File: src/rtl/rkvp_pkg.sv
// ----------------------------------------------------------------------------
// rkvp_pkg: shared types and constants of the RESP key/value request parser
// Parse phases, event kinds, command and error codes, and the command words.
// ----------------------------------------------------------------------------
package rkvp_pkg;

    // Default width of argument counters
    localparam int RKVP_COUNT_BITS = 31;

    // Parse phases
    typedef enum logic [3:0] {
        PH_IDLE       = 4'd0,
        PH_CNT_FIRST  = 4'd1,
        PH_CNT_DIG    = 4'd2,
        PH_CNT_LF     = 4'd3,
        PH_BULK_START = 4'd4,
        PH_LEN_FIRST  = 4'd5,
        PH_LEN_DIG    = 4'd6,
        PH_LEN_LF     = 4'd7,
        PH_DATA       = 4'd8,
        PH_DATA_CR    = 4'd9,
        PH_DATA_LF    = 4'd10
    } t_phase;

    // Event kinds
    localparam logic [1:0] EV_KEY   = 2'd0;
    localparam logic [1:0] EV_VALUE = 2'd1;
    localparam logic [1:0] EV_DONE  = 2'd2;
    localparam logic [1:0] EV_ERROR = 2'd3;

    // Command codes
    localparam logic [1:0] CMD_GET     = 2'd0;
    localparam logic [1:0] CMD_PUT     = 2'd1;
    localparam logic [1:0] CMD_REMOVE  = 2'd2;
    localparam logic [1:0] CMD_UNKNOWN = 2'd3;

    // Error codes
    localparam logic [2:0] ERR_NO_STAR      = 3'd0;
    localparam logic [2:0] ERR_BAD_COUNT    = 3'd1;
    localparam logic [2:0] ERR_NEG_COUNT    = 3'd2;
    localparam logic [2:0] ERR_BAD_BULK     = 3'd3;
    localparam logic [2:0] ERR_ARG_MISMATCH = 3'd4;
    localparam logic [2:0] ERR_LIMIT        = 3'd5;

    // Configuration register indexes
    localparam logic REG_MAX_ARG_COUNT   = 1'b0;
    localparam logic REG_MAX_BULK_LENGTH = 1'b1;

    // Protocol characters
    localparam logic [7:0] CH_STAR   = 8'h2A;
    localparam logic [7:0] CH_DOLLAR = 8'h24;
    localparam logic [7:0] CH_MINUS  = 8'h2D;
    localparam logic [7:0] CH_CR     = 8'h0D;
    localparam logic [7:0] CH_LF     = 8'h0A;
    localparam logic [7:0] CH_ZERO   = 8'h30;
    localparam logic [7:0] CH_NINE   = 8'h39;

    // Command words
    localparam logic [7:0] WORD_GET [3] = '{8'h47, 8'h45, 8'h54};
    localparam logic [7:0] WORD_PUT [3] = '{8'h50, 8'h55, 8'h54};
    localparam logic [7:0] WORD_REM [6] = '{8'h52, 8'h45, 8'h4D, 8'h4F, 8'h56, 8'h45};

    // Per-word control between the top level and the parser
    typedef struct packed {
        logic load;   // output register may take a new word
        logic step;   // a buffered input word is consumed this cycle
    } t_step_ctl;

endpackage

File: src/rtl/rkvp_dec_acc.sv
// ----------------------------------------------------------------------------
// rkvp_dec_acc: saturating decimal accumulator step
// Computes acc * 10 + digit, clamped to the 32-bit maximum.
// ----------------------------------------------------------------------------
module rkvp_dec_acc (
    input  logic [31:0] i_acc,
    input  logic [3:0]  i_digit,
    output logic [31:0] o_acc
);

    logic [35:0] w_sum;

    // Multiply by ten as shift-and-add, then add the digit
    assign w_sum = {1'b0, i_acc, 3'b000} + {3'b000, i_acc, 1'b0} + {32'd0, i_digit};

    // Clamp on overflow
    assign o_acc = (|w_sum[35:32]) ? 32'hFFFF_FFFF : w_sum[31:0];

endmodule

File: src/rtl/rkvp_parser.sv
// ----------------------------------------------------------------------------
// rkvp_parser: request state machine and result register
// Consumes one buffered byte per step, updates the parse state and loads
// at most one event word into the output register.
// ----------------------------------------------------------------------------
module rkvp_parser #(
    parameter int COUNT_BITS = rkvp_pkg::RKVP_COUNT_BITS
) (
    input  logic               i_clk,
    input  logic               i_rst_n,
    input  rkvp_pkg::t_step_ctl i_ctl,
    input  logic [7:0]         i_byte,
    input  logic [30:0]        i_max_arg_count,
    input  logic [30:0]        i_max_bulk_length,
    output logic               o_valid,
    output logic [1:0]         o_event_kind,
    output logic [7:0]         o_data_byte,
    output logic [1:0]         o_command,
    output logic [2:0]         o_error_code
);

    import rkvp_pkg::*;

    // Parse state
    t_phase                  r_phase, n_phase;
    logic [31:0]             r_acc, n_acc;
    logic                    r_neg, n_neg;
    logic [COUNT_BITS-1:0]   r_args_rem, n_args_rem;
    logic [1:0]              r_arg_pos, n_arg_pos;
    logic [30:0]             r_bytes_rem, n_bytes_rem;
    logic [2:0]              r_cand, n_cand;
    logic [2:0]              r_off, n_off;
    logic [1:0]              r_cmd, n_cmd;
    logic [COUNT_BITS-1:0]   r_total, n_total;

    // Result register
    logic                    r_out_valid;
    logic [1:0]              r_kind;
    logic [7:0]              r_data;
    logic [1:0]              r_out_cmd;
    logic [2:0]              r_err;

    // Combinational results of one step
    logic                    n_emit;
    logic [1:0]              n_kind;
    logic [7:0]              n_data;
    logic [1:0]              n_out_cmd;
    logic [2:0]              n_err;

    logic                    w_digit;
    logic [31:0]             w_acc_dig;
    logic [2:0]              w_cand_m;
    logic [2:0]              w_off_m;
    logic [1:0]              w_ad_cmd;
    logic [1:0]              w_ad_pos;
    logic [COUNT_BITS-1:0]   w_ad_args;
    logic [COUNT_BITS-1:0]   w_need;
    logic                    w_cnt_over;
    logic [30:0]             w_bytes_dec;

    assign w_digit = (i_byte >= CH_ZERO) && (i_byte <= CH_NINE);

    rkvp_dec_acc u_dec_acc (
        .i_acc   (r_acc),
        .i_digit (i_byte[3:0]),
        .o_acc   (w_acc_dig)
    );

    // Narrow the command candidates with the current byte
    always_comb begin
        w_cand_m    = r_cand;
        if (!((r_off < 3'd3) && (i_byte == WORD_GET[r_off[1:0]]))) begin
            w_cand_m[0] = 1'b0;
        end
        if (!((r_off < 3'd3) && (i_byte == WORD_PUT[r_off[1:0]]))) begin
            w_cand_m[1] = 1'b0;
        end
        if (!((r_off < 3'd6) && (i_byte == WORD_REM[r_off]))) begin
            w_cand_m[2] = 1'b0;
        end
        w_off_m = (r_off < 3'd7) ? r_off + 3'd1 : r_off;
    end

    // Settle the command and counters at the end of an argument
    always_comb begin
        if (r_arg_pos != 2'd0) begin
            w_ad_cmd = r_cmd;
        end else if (r_cand[0] && (r_off == 3'd3)) begin
            w_ad_cmd = CMD_GET;
        end else if (r_cand[1] && (r_off == 3'd3)) begin
            w_ad_cmd = CMD_PUT;
        end else if (r_cand[2] && (r_off == 3'd6)) begin
            w_ad_cmd = CMD_REMOVE;
        end else begin
            w_ad_cmd = CMD_UNKNOWN;
        end
        w_ad_pos  = (r_arg_pos < 2'd3) ? r_arg_pos + 2'd1 : r_arg_pos;
        w_ad_args = (r_args_rem != '0) ? r_args_rem - COUNT_BITS'(1) : r_args_rem;
        w_need    = (w_ad_cmd == CMD_PUT) ? COUNT_BITS'(3) : COUNT_BITS'(2);
    end

    // Count above the configured limit or above the counter width
    assign w_cnt_over  = (r_acc > {1'b0, i_max_arg_count}) || (|r_acc[31:COUNT_BITS]);
    assign w_bytes_dec = (r_bytes_rem != '0) ? r_bytes_rem - 31'd1 : r_bytes_rem;

    // Next state and event
    always_comb begin
        n_phase     = r_phase;
        n_acc       = r_acc;
        n_neg       = r_neg;
        n_args_rem  = r_args_rem;
        n_arg_pos   = r_arg_pos;
        n_bytes_rem = r_bytes_rem;
        n_cand      = r_cand;
        n_off       = r_off;
        n_cmd       = r_cmd;
        n_total     = r_total;
        n_emit      = 1'b0;
        n_kind      = EV_KEY;
        n_data      = 8'd0;
        n_out_cmd   = CMD_GET;
        n_err       = ERR_NO_STAR;

        case (r_phase)
            PH_CNT_FIRST, PH_LEN_FIRST: begin
                if (i_byte == CH_MINUS) begin
                    n_neg   = 1'b1;
                    n_phase = (r_phase == PH_CNT_FIRST) ? PH_CNT_DIG : PH_LEN_DIG;
                end else if (w_digit) begin
                    n_acc   = w_acc_dig;
                    n_phase = (r_phase == PH_CNT_FIRST) ? PH_CNT_DIG : PH_LEN_DIG;
                end else begin
                    n_phase = PH_IDLE;
                    n_acc   = '0;
                    n_neg   = 1'b0;
                    n_emit  = 1'b1;
                    n_kind  = EV_ERROR;
                    n_err   = (r_phase == PH_CNT_FIRST) ? ERR_BAD_COUNT : ERR_BAD_BULK;
                end
            end
            PH_CNT_DIG, PH_LEN_DIG: begin
                if (w_digit) begin
                    n_acc = w_acc_dig;
                end else if (i_byte == CH_CR) begin
                    n_phase = (r_phase == PH_CNT_DIG) ? PH_CNT_LF : PH_LEN_LF;
                end else begin
                    n_phase = PH_IDLE;
                    n_acc   = '0;
                    n_neg   = 1'b0;
                    n_emit  = 1'b1;
                    n_kind  = EV_ERROR;
                    n_err   = (r_phase == PH_CNT_DIG) ? ERR_BAD_COUNT : ERR_BAD_BULK;
                end
            end
            PH_CNT_LF: begin
                if ((i_byte != CH_LF) || (r_neg && (r_acc != '0)) || w_cnt_over
                    || (r_acc == '0)) begin
                    n_phase = PH_IDLE;
                    n_acc   = '0;
                    n_neg   = 1'b0;
                    n_emit  = 1'b1;
                    n_kind  = EV_ERROR;
                    if (i_byte != CH_LF) begin
                        n_err = ERR_BAD_COUNT;
                    end else if (r_neg && (r_acc != '0)) begin
                        n_err = ERR_NEG_COUNT;
                    end else if (w_cnt_over) begin
                        n_err = ERR_LIMIT;
                    end else begin
                        n_err = ERR_ARG_MISMATCH;
                    end
                end else begin
                    n_total    = r_acc[COUNT_BITS-1:0];
                    n_args_rem = r_acc[COUNT_BITS-1:0];
                    n_acc      = '0;
                    n_neg      = 1'b0;
                    n_phase    = PH_BULK_START;
                end
            end
            PH_BULK_START: begin
                n_acc = '0;
                n_neg = 1'b0;
                if (i_byte != CH_DOLLAR) begin
                    n_phase = PH_IDLE;
                    n_emit  = 1'b1;
                    n_kind  = EV_ERROR;
                    n_err   = ERR_BAD_BULK;
                end else begin
                    n_phase = PH_LEN_FIRST;
                end
            end
            PH_LEN_LF, PH_DATA_LF: begin
                n_acc = '0;
                n_neg = 1'b0;
                if (i_byte != CH_LF) begin
                    n_phase = PH_IDLE;
                    n_emit  = 1'b1;
                    n_kind  = EV_ERROR;
                    n_err   = ERR_BAD_BULK;
                end else if ((r_phase == PH_LEN_LF) && !(r_neg && (r_acc != '0))) begin
                    // Plain length: check the limit and enter the data bytes
                    if (r_acc > {1'b0, i_max_bulk_length}) begin
                        n_phase = PH_IDLE;
                        n_emit  = 1'b1;
                        n_kind  = EV_ERROR;
                        n_err   = ERR_LIMIT;
                    end else begin
                        n_bytes_rem = r_acc[30:0];
                        n_phase     = (r_acc == '0) ? PH_DATA_CR : PH_DATA;
                    end
                end else begin
                    // Argument ends: data trailer, or a negative length
                    n_cmd      = w_ad_cmd;
                    n_arg_pos  = w_ad_pos;
                    n_args_rem = w_ad_args;
                    if (w_ad_args != '0) begin
                        n_phase = PH_BULK_START;
                    end else begin
                        n_phase = PH_IDLE;
                        n_emit  = 1'b1;
                        if ((w_ad_cmd != CMD_UNKNOWN) && (r_total != w_need)) begin
                            n_kind = EV_ERROR;
                            n_err  = ERR_ARG_MISMATCH;
                        end else begin
                            n_kind    = EV_DONE;
                            n_out_cmd = w_ad_cmd;
                        end
                    end
                end
            end
            PH_DATA: begin
                n_bytes_rem = w_bytes_dec;
                if (w_bytes_dec == '0) begin
                    n_phase = PH_DATA_CR;
                end
                if (r_arg_pos == 2'd0) begin
                    n_cand = w_cand_m;
                    n_off  = w_off_m;
                end else if ((r_cmd != CMD_UNKNOWN) && (r_arg_pos != 2'd3)) begin
                    n_emit = 1'b1;
                    n_kind = (r_arg_pos == 2'd1) ? EV_KEY : EV_VALUE;
                    n_data = i_byte;
                end
            end
            PH_DATA_CR: begin
                if (i_byte != CH_CR) begin
                    n_phase = PH_IDLE;
                    n_acc   = '0;
                    n_neg   = 1'b0;
                    n_emit  = 1'b1;
                    n_kind  = EV_ERROR;
                    n_err   = ERR_BAD_BULK;
                end else begin
                    n_phase = PH_DATA_LF;
                end
            end
            default: begin
                n_acc = '0;
                n_neg = 1'b0;
                if (i_byte != CH_STAR) begin
                    n_phase = PH_IDLE;
                    n_emit  = 1'b1;
                    n_kind  = EV_ERROR;
                    n_err   = ERR_NO_STAR;
                end else begin
                    n_args_rem  = '0;
                    n_arg_pos   = 2'd0;
                    n_bytes_rem = '0;
                    n_cand      = 3'b111;
                    n_off       = 3'd0;
                    n_cmd       = CMD_UNKNOWN;
                    n_total     = '0;
                    n_phase     = PH_CNT_FIRST;
                end
            end
        endcase
    end

    // Advance the parse state on each consumed byte
    always_ff @(posedge i_clk) begin
        if (!i_rst_n) begin
            r_phase     <= PH_IDLE;
            r_acc       <= '0;
            r_neg       <= 1'b0;
            r_args_rem  <= '0;
            r_arg_pos   <= 2'd0;
            r_bytes_rem <= '0;
            r_cand      <= 3'b111;
            r_off       <= 3'd0;
            r_cmd       <= CMD_UNKNOWN;
            r_total     <= '0;
        end else if (i_ctl.step) begin
            r_phase     <= n_phase;
            r_acc       <= n_acc;
            r_neg       <= n_neg;
            r_args_rem  <= n_args_rem;
            r_arg_pos   <= n_arg_pos;
            r_bytes_rem <= n_bytes_rem;
            r_cand      <= n_cand;
            r_off       <= n_off;
            r_cmd       <= n_cmd;
            r_total     <= n_total;
        end
    end

    // Hold the result word until taken
    always_ff @(posedge i_clk) begin
        if (!i_rst_n) begin
            r_out_valid <= 1'b0;
        end else if (i_ctl.load) begin
            r_out_valid <= i_ctl.step && n_emit;
        end
    end

    always_ff @(posedge i_clk) begin
        if (i_ctl.load && i_ctl.step && n_emit) begin
            r_kind    <= n_kind;
            r_data    <= n_data;
            r_out_cmd <= n_out_cmd;
            r_err     <= n_err;
        end
    end

    assign o_valid      = r_out_valid;
    assign o_event_kind = r_kind;
    assign o_data_byte  = r_data;
    assign o_command    = r_out_cmd;
    assign o_error_code = r_err;

endmodule

File: src/rtl/resp_kv_request_parser.sv
// ----------------------------------------------------------------------------
// resp_kv_request_parser: RESP array request parser, one byte per cycle when not stalled
// Each accepted byte is registered, then its event word is loaded into the result register.
// A full result register held by an output stall holds the parser and stalls the input.
// Reset: synchronous active low; parser idle, limits at 2^31-1, no output.
// ----------------------------------------------------------------------------
module resp_kv_request_parser #(
    parameter int COUNT_BITS = rkvp_pkg::RKVP_COUNT_BITS
) (
    input  logic        i_clk,
    input  logic        i_rst_n,
    // Byte input
    input  logic        i_in_valid,
    output logic        o_in_stall,
    input  logic [7:0]  i_rx_byte,
    // Event output
    output logic        o_out_valid,
    input  logic        i_out_stall,
    output logic [1:0]  o_event_kind,
    output logic [7:0]  o_data_byte,
    output logic [1:0]  o_command,
    output logic [2:0]  o_error_code,
    // Configuration writes
    input  logic        i_cfg_valid,
    output logic        o_cfg_ready,
    input  logic        i_cfg_index,
    input  logic [30:0] i_cfg_data
);

    import rkvp_pkg::*;

    logic        r_in_valid;
    logic [7:0]  r_in_byte;
    logic [30:0] r_max_arg_count;
    logic [30:0] r_max_bulk_length;
    logic        w_load;
    t_step_ctl   w_ctl;

    // Advance when the result register is free or being emptied
    assign w_load      = !(o_out_valid && i_out_stall);
    assign w_ctl       = '{load: w_load, step: w_load && r_in_valid};
    assign o_in_stall  = r_in_valid && !w_load;
    assign o_cfg_ready = 1'b1;

    // Input word register
    always_ff @(posedge i_clk) begin
        if (!i_rst_n) begin
            r_in_valid <= 1'b0;
        end else if (!o_in_stall) begin
            r_in_valid <= i_in_valid;
        end
    end

    always_ff @(posedge i_clk) begin
        if (!o_in_stall && i_in_valid) begin
            r_in_byte <= i_rx_byte;
        end
    end

    // Limit registers
    always_ff @(posedge i_clk) begin
        if (!i_rst_n) begin
            r_max_arg_count   <= 31'h7FFF_FFFF;
            r_max_bulk_length <= 31'h7FFF_FFFF;
        end else if (i_cfg_valid && o_cfg_ready) begin
            case (i_cfg_index)
                REG_MAX_ARG_COUNT: begin
                    r_max_arg_count <= i_cfg_data;
                end
                REG_MAX_BULK_LENGTH: begin
                    r_max_bulk_length <= i_cfg_data;
                end
                default: begin
                    r_max_arg_count <= r_max_arg_count;
                end
            endcase
        end
    end

    rkvp_parser #(
        .COUNT_BITS (COUNT_BITS)
    ) u_parser (
        .i_clk             (i_clk),
        .i_rst_n           (i_rst_n),
        .i_ctl             (w_ctl),
        .i_byte            (r_in_byte),
        .i_max_arg_count   (r_max_arg_count),
        .i_max_bulk_length (r_max_bulk_length),
        .o_valid           (o_out_valid),
        .o_event_kind      (o_event_kind),
        .o_data_byte       (o_data_byte),
        .o_command         (o_command),
        .o_error_code      (o_error_code)
    );

endmodule

File: config.mk
export PLATFORM = sky130hd
export DESIGN_NAME = resp_kv_request_parser
export DESIGN_NICKNAME = d
export VERILOG_FILES = /design/src/rtl/rkvp_pkg.sv /design/src/rtl/rkvp_dec_acc.sv /design/src/rtl/rkvp_parser.sv /design/src/rtl/resp_kv_request_parser.sv
export SDC_FILE = /design/constraint.sdc
export NUM_CORES = 1
export LEC_CHECK = 0
export ABC_AREA = 1
export BUFFER_PORTS_ARGS = -buffer_cell sky130_fd_sc_hd__buf_2
export CAP_MARGIN = 20
export CORE_ASPECT_RATIO = 0.8
export CORE_MARGIN = 4
export CORE_UTILIZATION = 31
export DETAILED_ROUTE_END_ITERATION = 8
export GPL_TIMING_DRIVEN = 1
export PLACE_DENSITY = 0.52
export SYNTH_ARGS = -nofsm -noshare
export SYNTH_HDL_FRONTEND = slang
export SYNTH_SLANG_ARGS = --single-unit
File: constraint.sdc
create_clock -name i_clk -period 3.6 [get_ports i_clk]
set_input_delay 0.54 -clock i_clk [delete_from_list [all_inputs] [get_ports i_clk]]
set_output_delay 0.54 -clock i_clk [all_outputs]
set_load 0.03 [all_outputs]
==> Flow_metrics.wiki <==
{| class="wikitable"
! Metric !! Value
|-
| Effective utilization at floorplan || 31.3%
|-
| Latest clock arrival within the worst-skew pair || between 0.5 and 0.6 ns
|-
| Overall via count from detail_route || 16.6k
|-
| Leak Pwr || a little under 9 nW
|-
| Power per Cell Area || 340 mW/mm^2
|-
| Site Rows || 74
|-
| Fmax || 296 MHz
|-
| Detailed placer's ending HPWL || about 43,000 microns
|-
| Maximum level of the CTS H-tree || 1
|-
| Antenna violations before repair || 0
|-
| ANT nets after route || 0
|-
| DP Worst Slack || roughly 0.11 ns
|-
| Pre-antenna DRT Iters || 6
|-
| Critical Path RT || slightly below 4 ns
|-
| DR WL/cell || ~18 microns
|-
| Clk Tree Root Cell || clkbuf_16
|-
| Area of the multi-input gates || around 0.0098 sq mm
|-
| Layout cells sized above 1 || a little under a tenth
|-
| Power after layout || approximately 6.2 mW
|-
| Max transition margin || 34.6%
|-
| Biggest fanout along the worst timing path || 9
|-
| Maximum vdd ir drop || about 0.00029 V
|-
| Port Buf Inserts || between 60 and 70
|-
| Global placement routability congestion || ~0.96
|-
| Total die area || between 0.05 and 0.06 sq mm
|-
| Total DRC errors in the routed layout || 0
|-
| Commonest register cell after synthesis || dfxtp_1
|-
| Num Clock Sinks || 227
|-
| Total standard cell area after synthesis || roughly 0.016 sq mm
|-
| Sequential share of the synthesized area || between 20% and 30%
|-
| Growth of design area from synthesis to finish || 14.2%
|-
| Final worst slack || between 0.2 and 0.25 ns
|-
| Post-layout min period || around 3.4 ns
|-
| DIE HEIGHT || 211 microns
|-
| Hold Path Class || primary input to register
|-
| Outcome || completed
|-
| Accumulated negative setup slack || 0 ns
|-
| Tcrit/Tclk final || 93.8%
|-
| Boundary Pins || between 60 and 70
|-
| CP endpoint kind || register
|-
| Net count after synthesis || 2,559
|-
| Number of buffers on the longest clock path || 3
|-
| Number of unique standard cell types used by synthesis || 57
|-
| Worst path arrival time || 3.68 ns
|-
| Area share of the largest cell type after synthesis || approximately 25%
|-
| Filler cell count in the final layout || around 5.5k
|-
| Core ar. || approximately 0.051 sq mm
|-
| Max-slew violations || 0
|-
| Critical path startpoint category || register
|-
| Antenna diodes || 0
|-
| RSZ-0062 raised after global routing || false
|-
| Total of flip-flops plus latches after synthesis || 227
|-
| TritonCTS clock tree || yes
|-
| Transition at the pin with the smallest max-transition slack || a little under 1 ns
|-
| Number of global-route vias before repair || between 15k and 20k
|-
| DRC marker count from the first detailed-route iteration || 1,809
|-
| Instance count of the mapped netlist || 2,374
|-
| Total wire length || about 58,000 microns
|-
| Count of nets after finishing || between 2k and 3k
|-
| Overall routing resource usage || 20.2%
|-
| Post-synth top area cell || dfxtp_1
|-
| Remaining global-route overflow || 0
|-
| Num CTS Buffers || 29
|-
| Clock transition time at the flip-flop clock pins of the worst setup and hold paths || 0.06 ns
|-
| Mean cell area of the mapped netlist || around 6.7 sq um
|-
| Syn. warnings || 0
|-
| Utilization after layout || a little over a third
|-
| Leading post-synthesis cells by cell area || dfxtp_1 25%, nand2_1 12%, ha_1 11%
|-
| Global-route wire length before repair || 89,100 microns
|-
| Detail-routed via count per cell || approximately 5.3
|-
| Storage element area || 0.00477 sq mm
|-
| EDFF count, synth || 23
|-
| FFs w/ async S/R, synth || 0%
|-
| Maximum number of pins on one net before global-route repair || 155
|-
| Final hold vios || 0
|-
| Number of failing setup endpoints in the final timing report || 0
|-
| Maxcap violations || 0
|-
| Worst setup path class || register to register
|-
| Post-route clock skew || a little under 0.02 ns
|-
| Worst hold slack || between 0.1 and 0.15 ns
|-
| Die boundary width || roughly 260 microns
|}
## kinds of logic after synthesis
kind of cell	synth area share (%)
buf+inv	9.09
fa+ha+maj	11.0
simple gates	28.2
other cells	0.0234
compound gates	19.2
flops	29.8
xor+xnor	2.62
## Yosys cell counts (13+ instances only)
cell / count
nand2_1: 514
nor2_1: 264
inv_1: 262
a21oi_1: 212
dfxtp_1: 204
ha_1: 138
nand3_1: 130
o21ai_0: 110
o211ai_1: 69
clkbuf_1: 61
nand4_1: 59
o22ai_1: 55
o21ai_1: 39
xor2_1: 29
edfxtp_1: 23
buf_2: 21
xnor2_1: 19
inv_2: 18
nor2_2: 18
nor3_1: 16
nand3b_1: 13
## area by class of cell
type	count	area share [%]
Inverter	283	5.82
Sequential cell	227	26.1
Tap cell	684	4.68
Multi-Input combinational cell	1774	53.7
Timing Repair Buffer	112	4.18
Clock buffer	34	4.07
Clock inverter	20	1.41
## cells in the final DEF (no fill, tap or decap), types with 5 or more instances in the layout
cell type  netlist  layout
nand2_1        514     514
nor2_1         264     263
inv_1          262     260
a21oi_1        212     209
dfxtp_1        204     204
ha_1           138     138
nand3_1        130     128
o21ai_0        110     110
o211ai_1        69      69
buf_2           21      60
nand4_1         59      59
o22ai_1         55      55
buf_4            3      45
o21ai_1         39      38
clkbuf_16        0      30
xor2_1          29      29
edfxtp_1        23      23
inv_2           18      19
xnor2_1         19      19
nor2_2          18      17
nor3_1          16      15
nand3b_1        13      13
nor4_1          12      12
a211oi_1        11      11
o21bai_1         9       9
clkinv_2         0       8
a21o_1           7       7
nor2_4           4       6
a31oi_1          6       6
o21a_1           5       5
bufinv_16        0       5
clkbuf_1        61       5
## worst max-delay path, cell delays in order, from the launching register on
cell	delay, ns
dfxtp_1	0.48
buf_4	0.23
inv_1	0.26
nand4_1	0.14
nor2_1	0.13
nand2_1	0.07
nor2_1	0.32
nor2_1	0.15
nor2_1	0.24
nand3_1	0.14
a21oi_1	0.20
nor2_1	0.08
nand4_1	0.09
nand2_1	0.10
inv_1	0.27
buf_12	0.18
## flip-flops by register name (all words and copies together) (netlist names), 2 cells and up
register	flops
u_parser.r_phase	4
u_parser.r_cand	3
u_parser.o_event_kind	2
u_parser.r_acc	32
u_parser.o_command	2
u_parser.r_cmd	2
u_parser.o_data_byte	8
u_parser.r_off	3
u_parser.r_args_rem	31
u_parser.o_error_code	3
u_parser.r_arg_pos	2
r_max_bulk_length	31
u_parser.r_bytes_rem	31
r_in_byte	8
r_max_arg_count	31
u_parser.r_total	31
## repair_timing
item / in CTS / in global routing
endpoints found under the setup margin: 0 / 32
resized for setup: 0 / 14
hold buffers: 0 / 0
buffers inserted: 0 / 1
## per-layer routing
layer	vias up	GRT usage, %	wire [microns]
met1	7739	32.1	29000
met3	85	3.36	4620
met5	-	0	0
li1	8145	-	-
met2	606	28.3	22500
met4	0	4.67	1420
## worst paths after layout
path	start	to	slack (ns)	cells after the start
hold reg to reg	u_parser.r_cand[1]	u_parser.r_cand[1]	0.46	2
setup reg to reg	u_parser.r_acc[25]	u_parser.o_data_byte[3]	0.22	15
setup / recovery	u_parser.r_acc[25]	u_parser.o_data_byte[3]	0.22	15
hold / removal	i_rx_byte[7]	r_in_byte[7]	0.13	1
## where the power goes
part / switching (mW) / leakage (nW) / internal, mW / total (mW)
combinational: 0.332 / 6.54 / 0.160 / 0.492
sequential: 0.0263 / 1.88 / 2.62 / 2.65
clock: 1.24 / 0.498 / 1.85 / 3.09
## per-stage QoR
| stage | instances | instance area, sq um |
|---|---|---|
| floorplan | 2374 | 16000 |
| global route | 3134 | 18300 |
| finish | 3134 | 18300 |
| global placement | 3077 | 17200 |
| CTS | 3131 | 18200 |
| detailed placement | 3077 | 17200 |
Power figures use the tool's default switching activity.
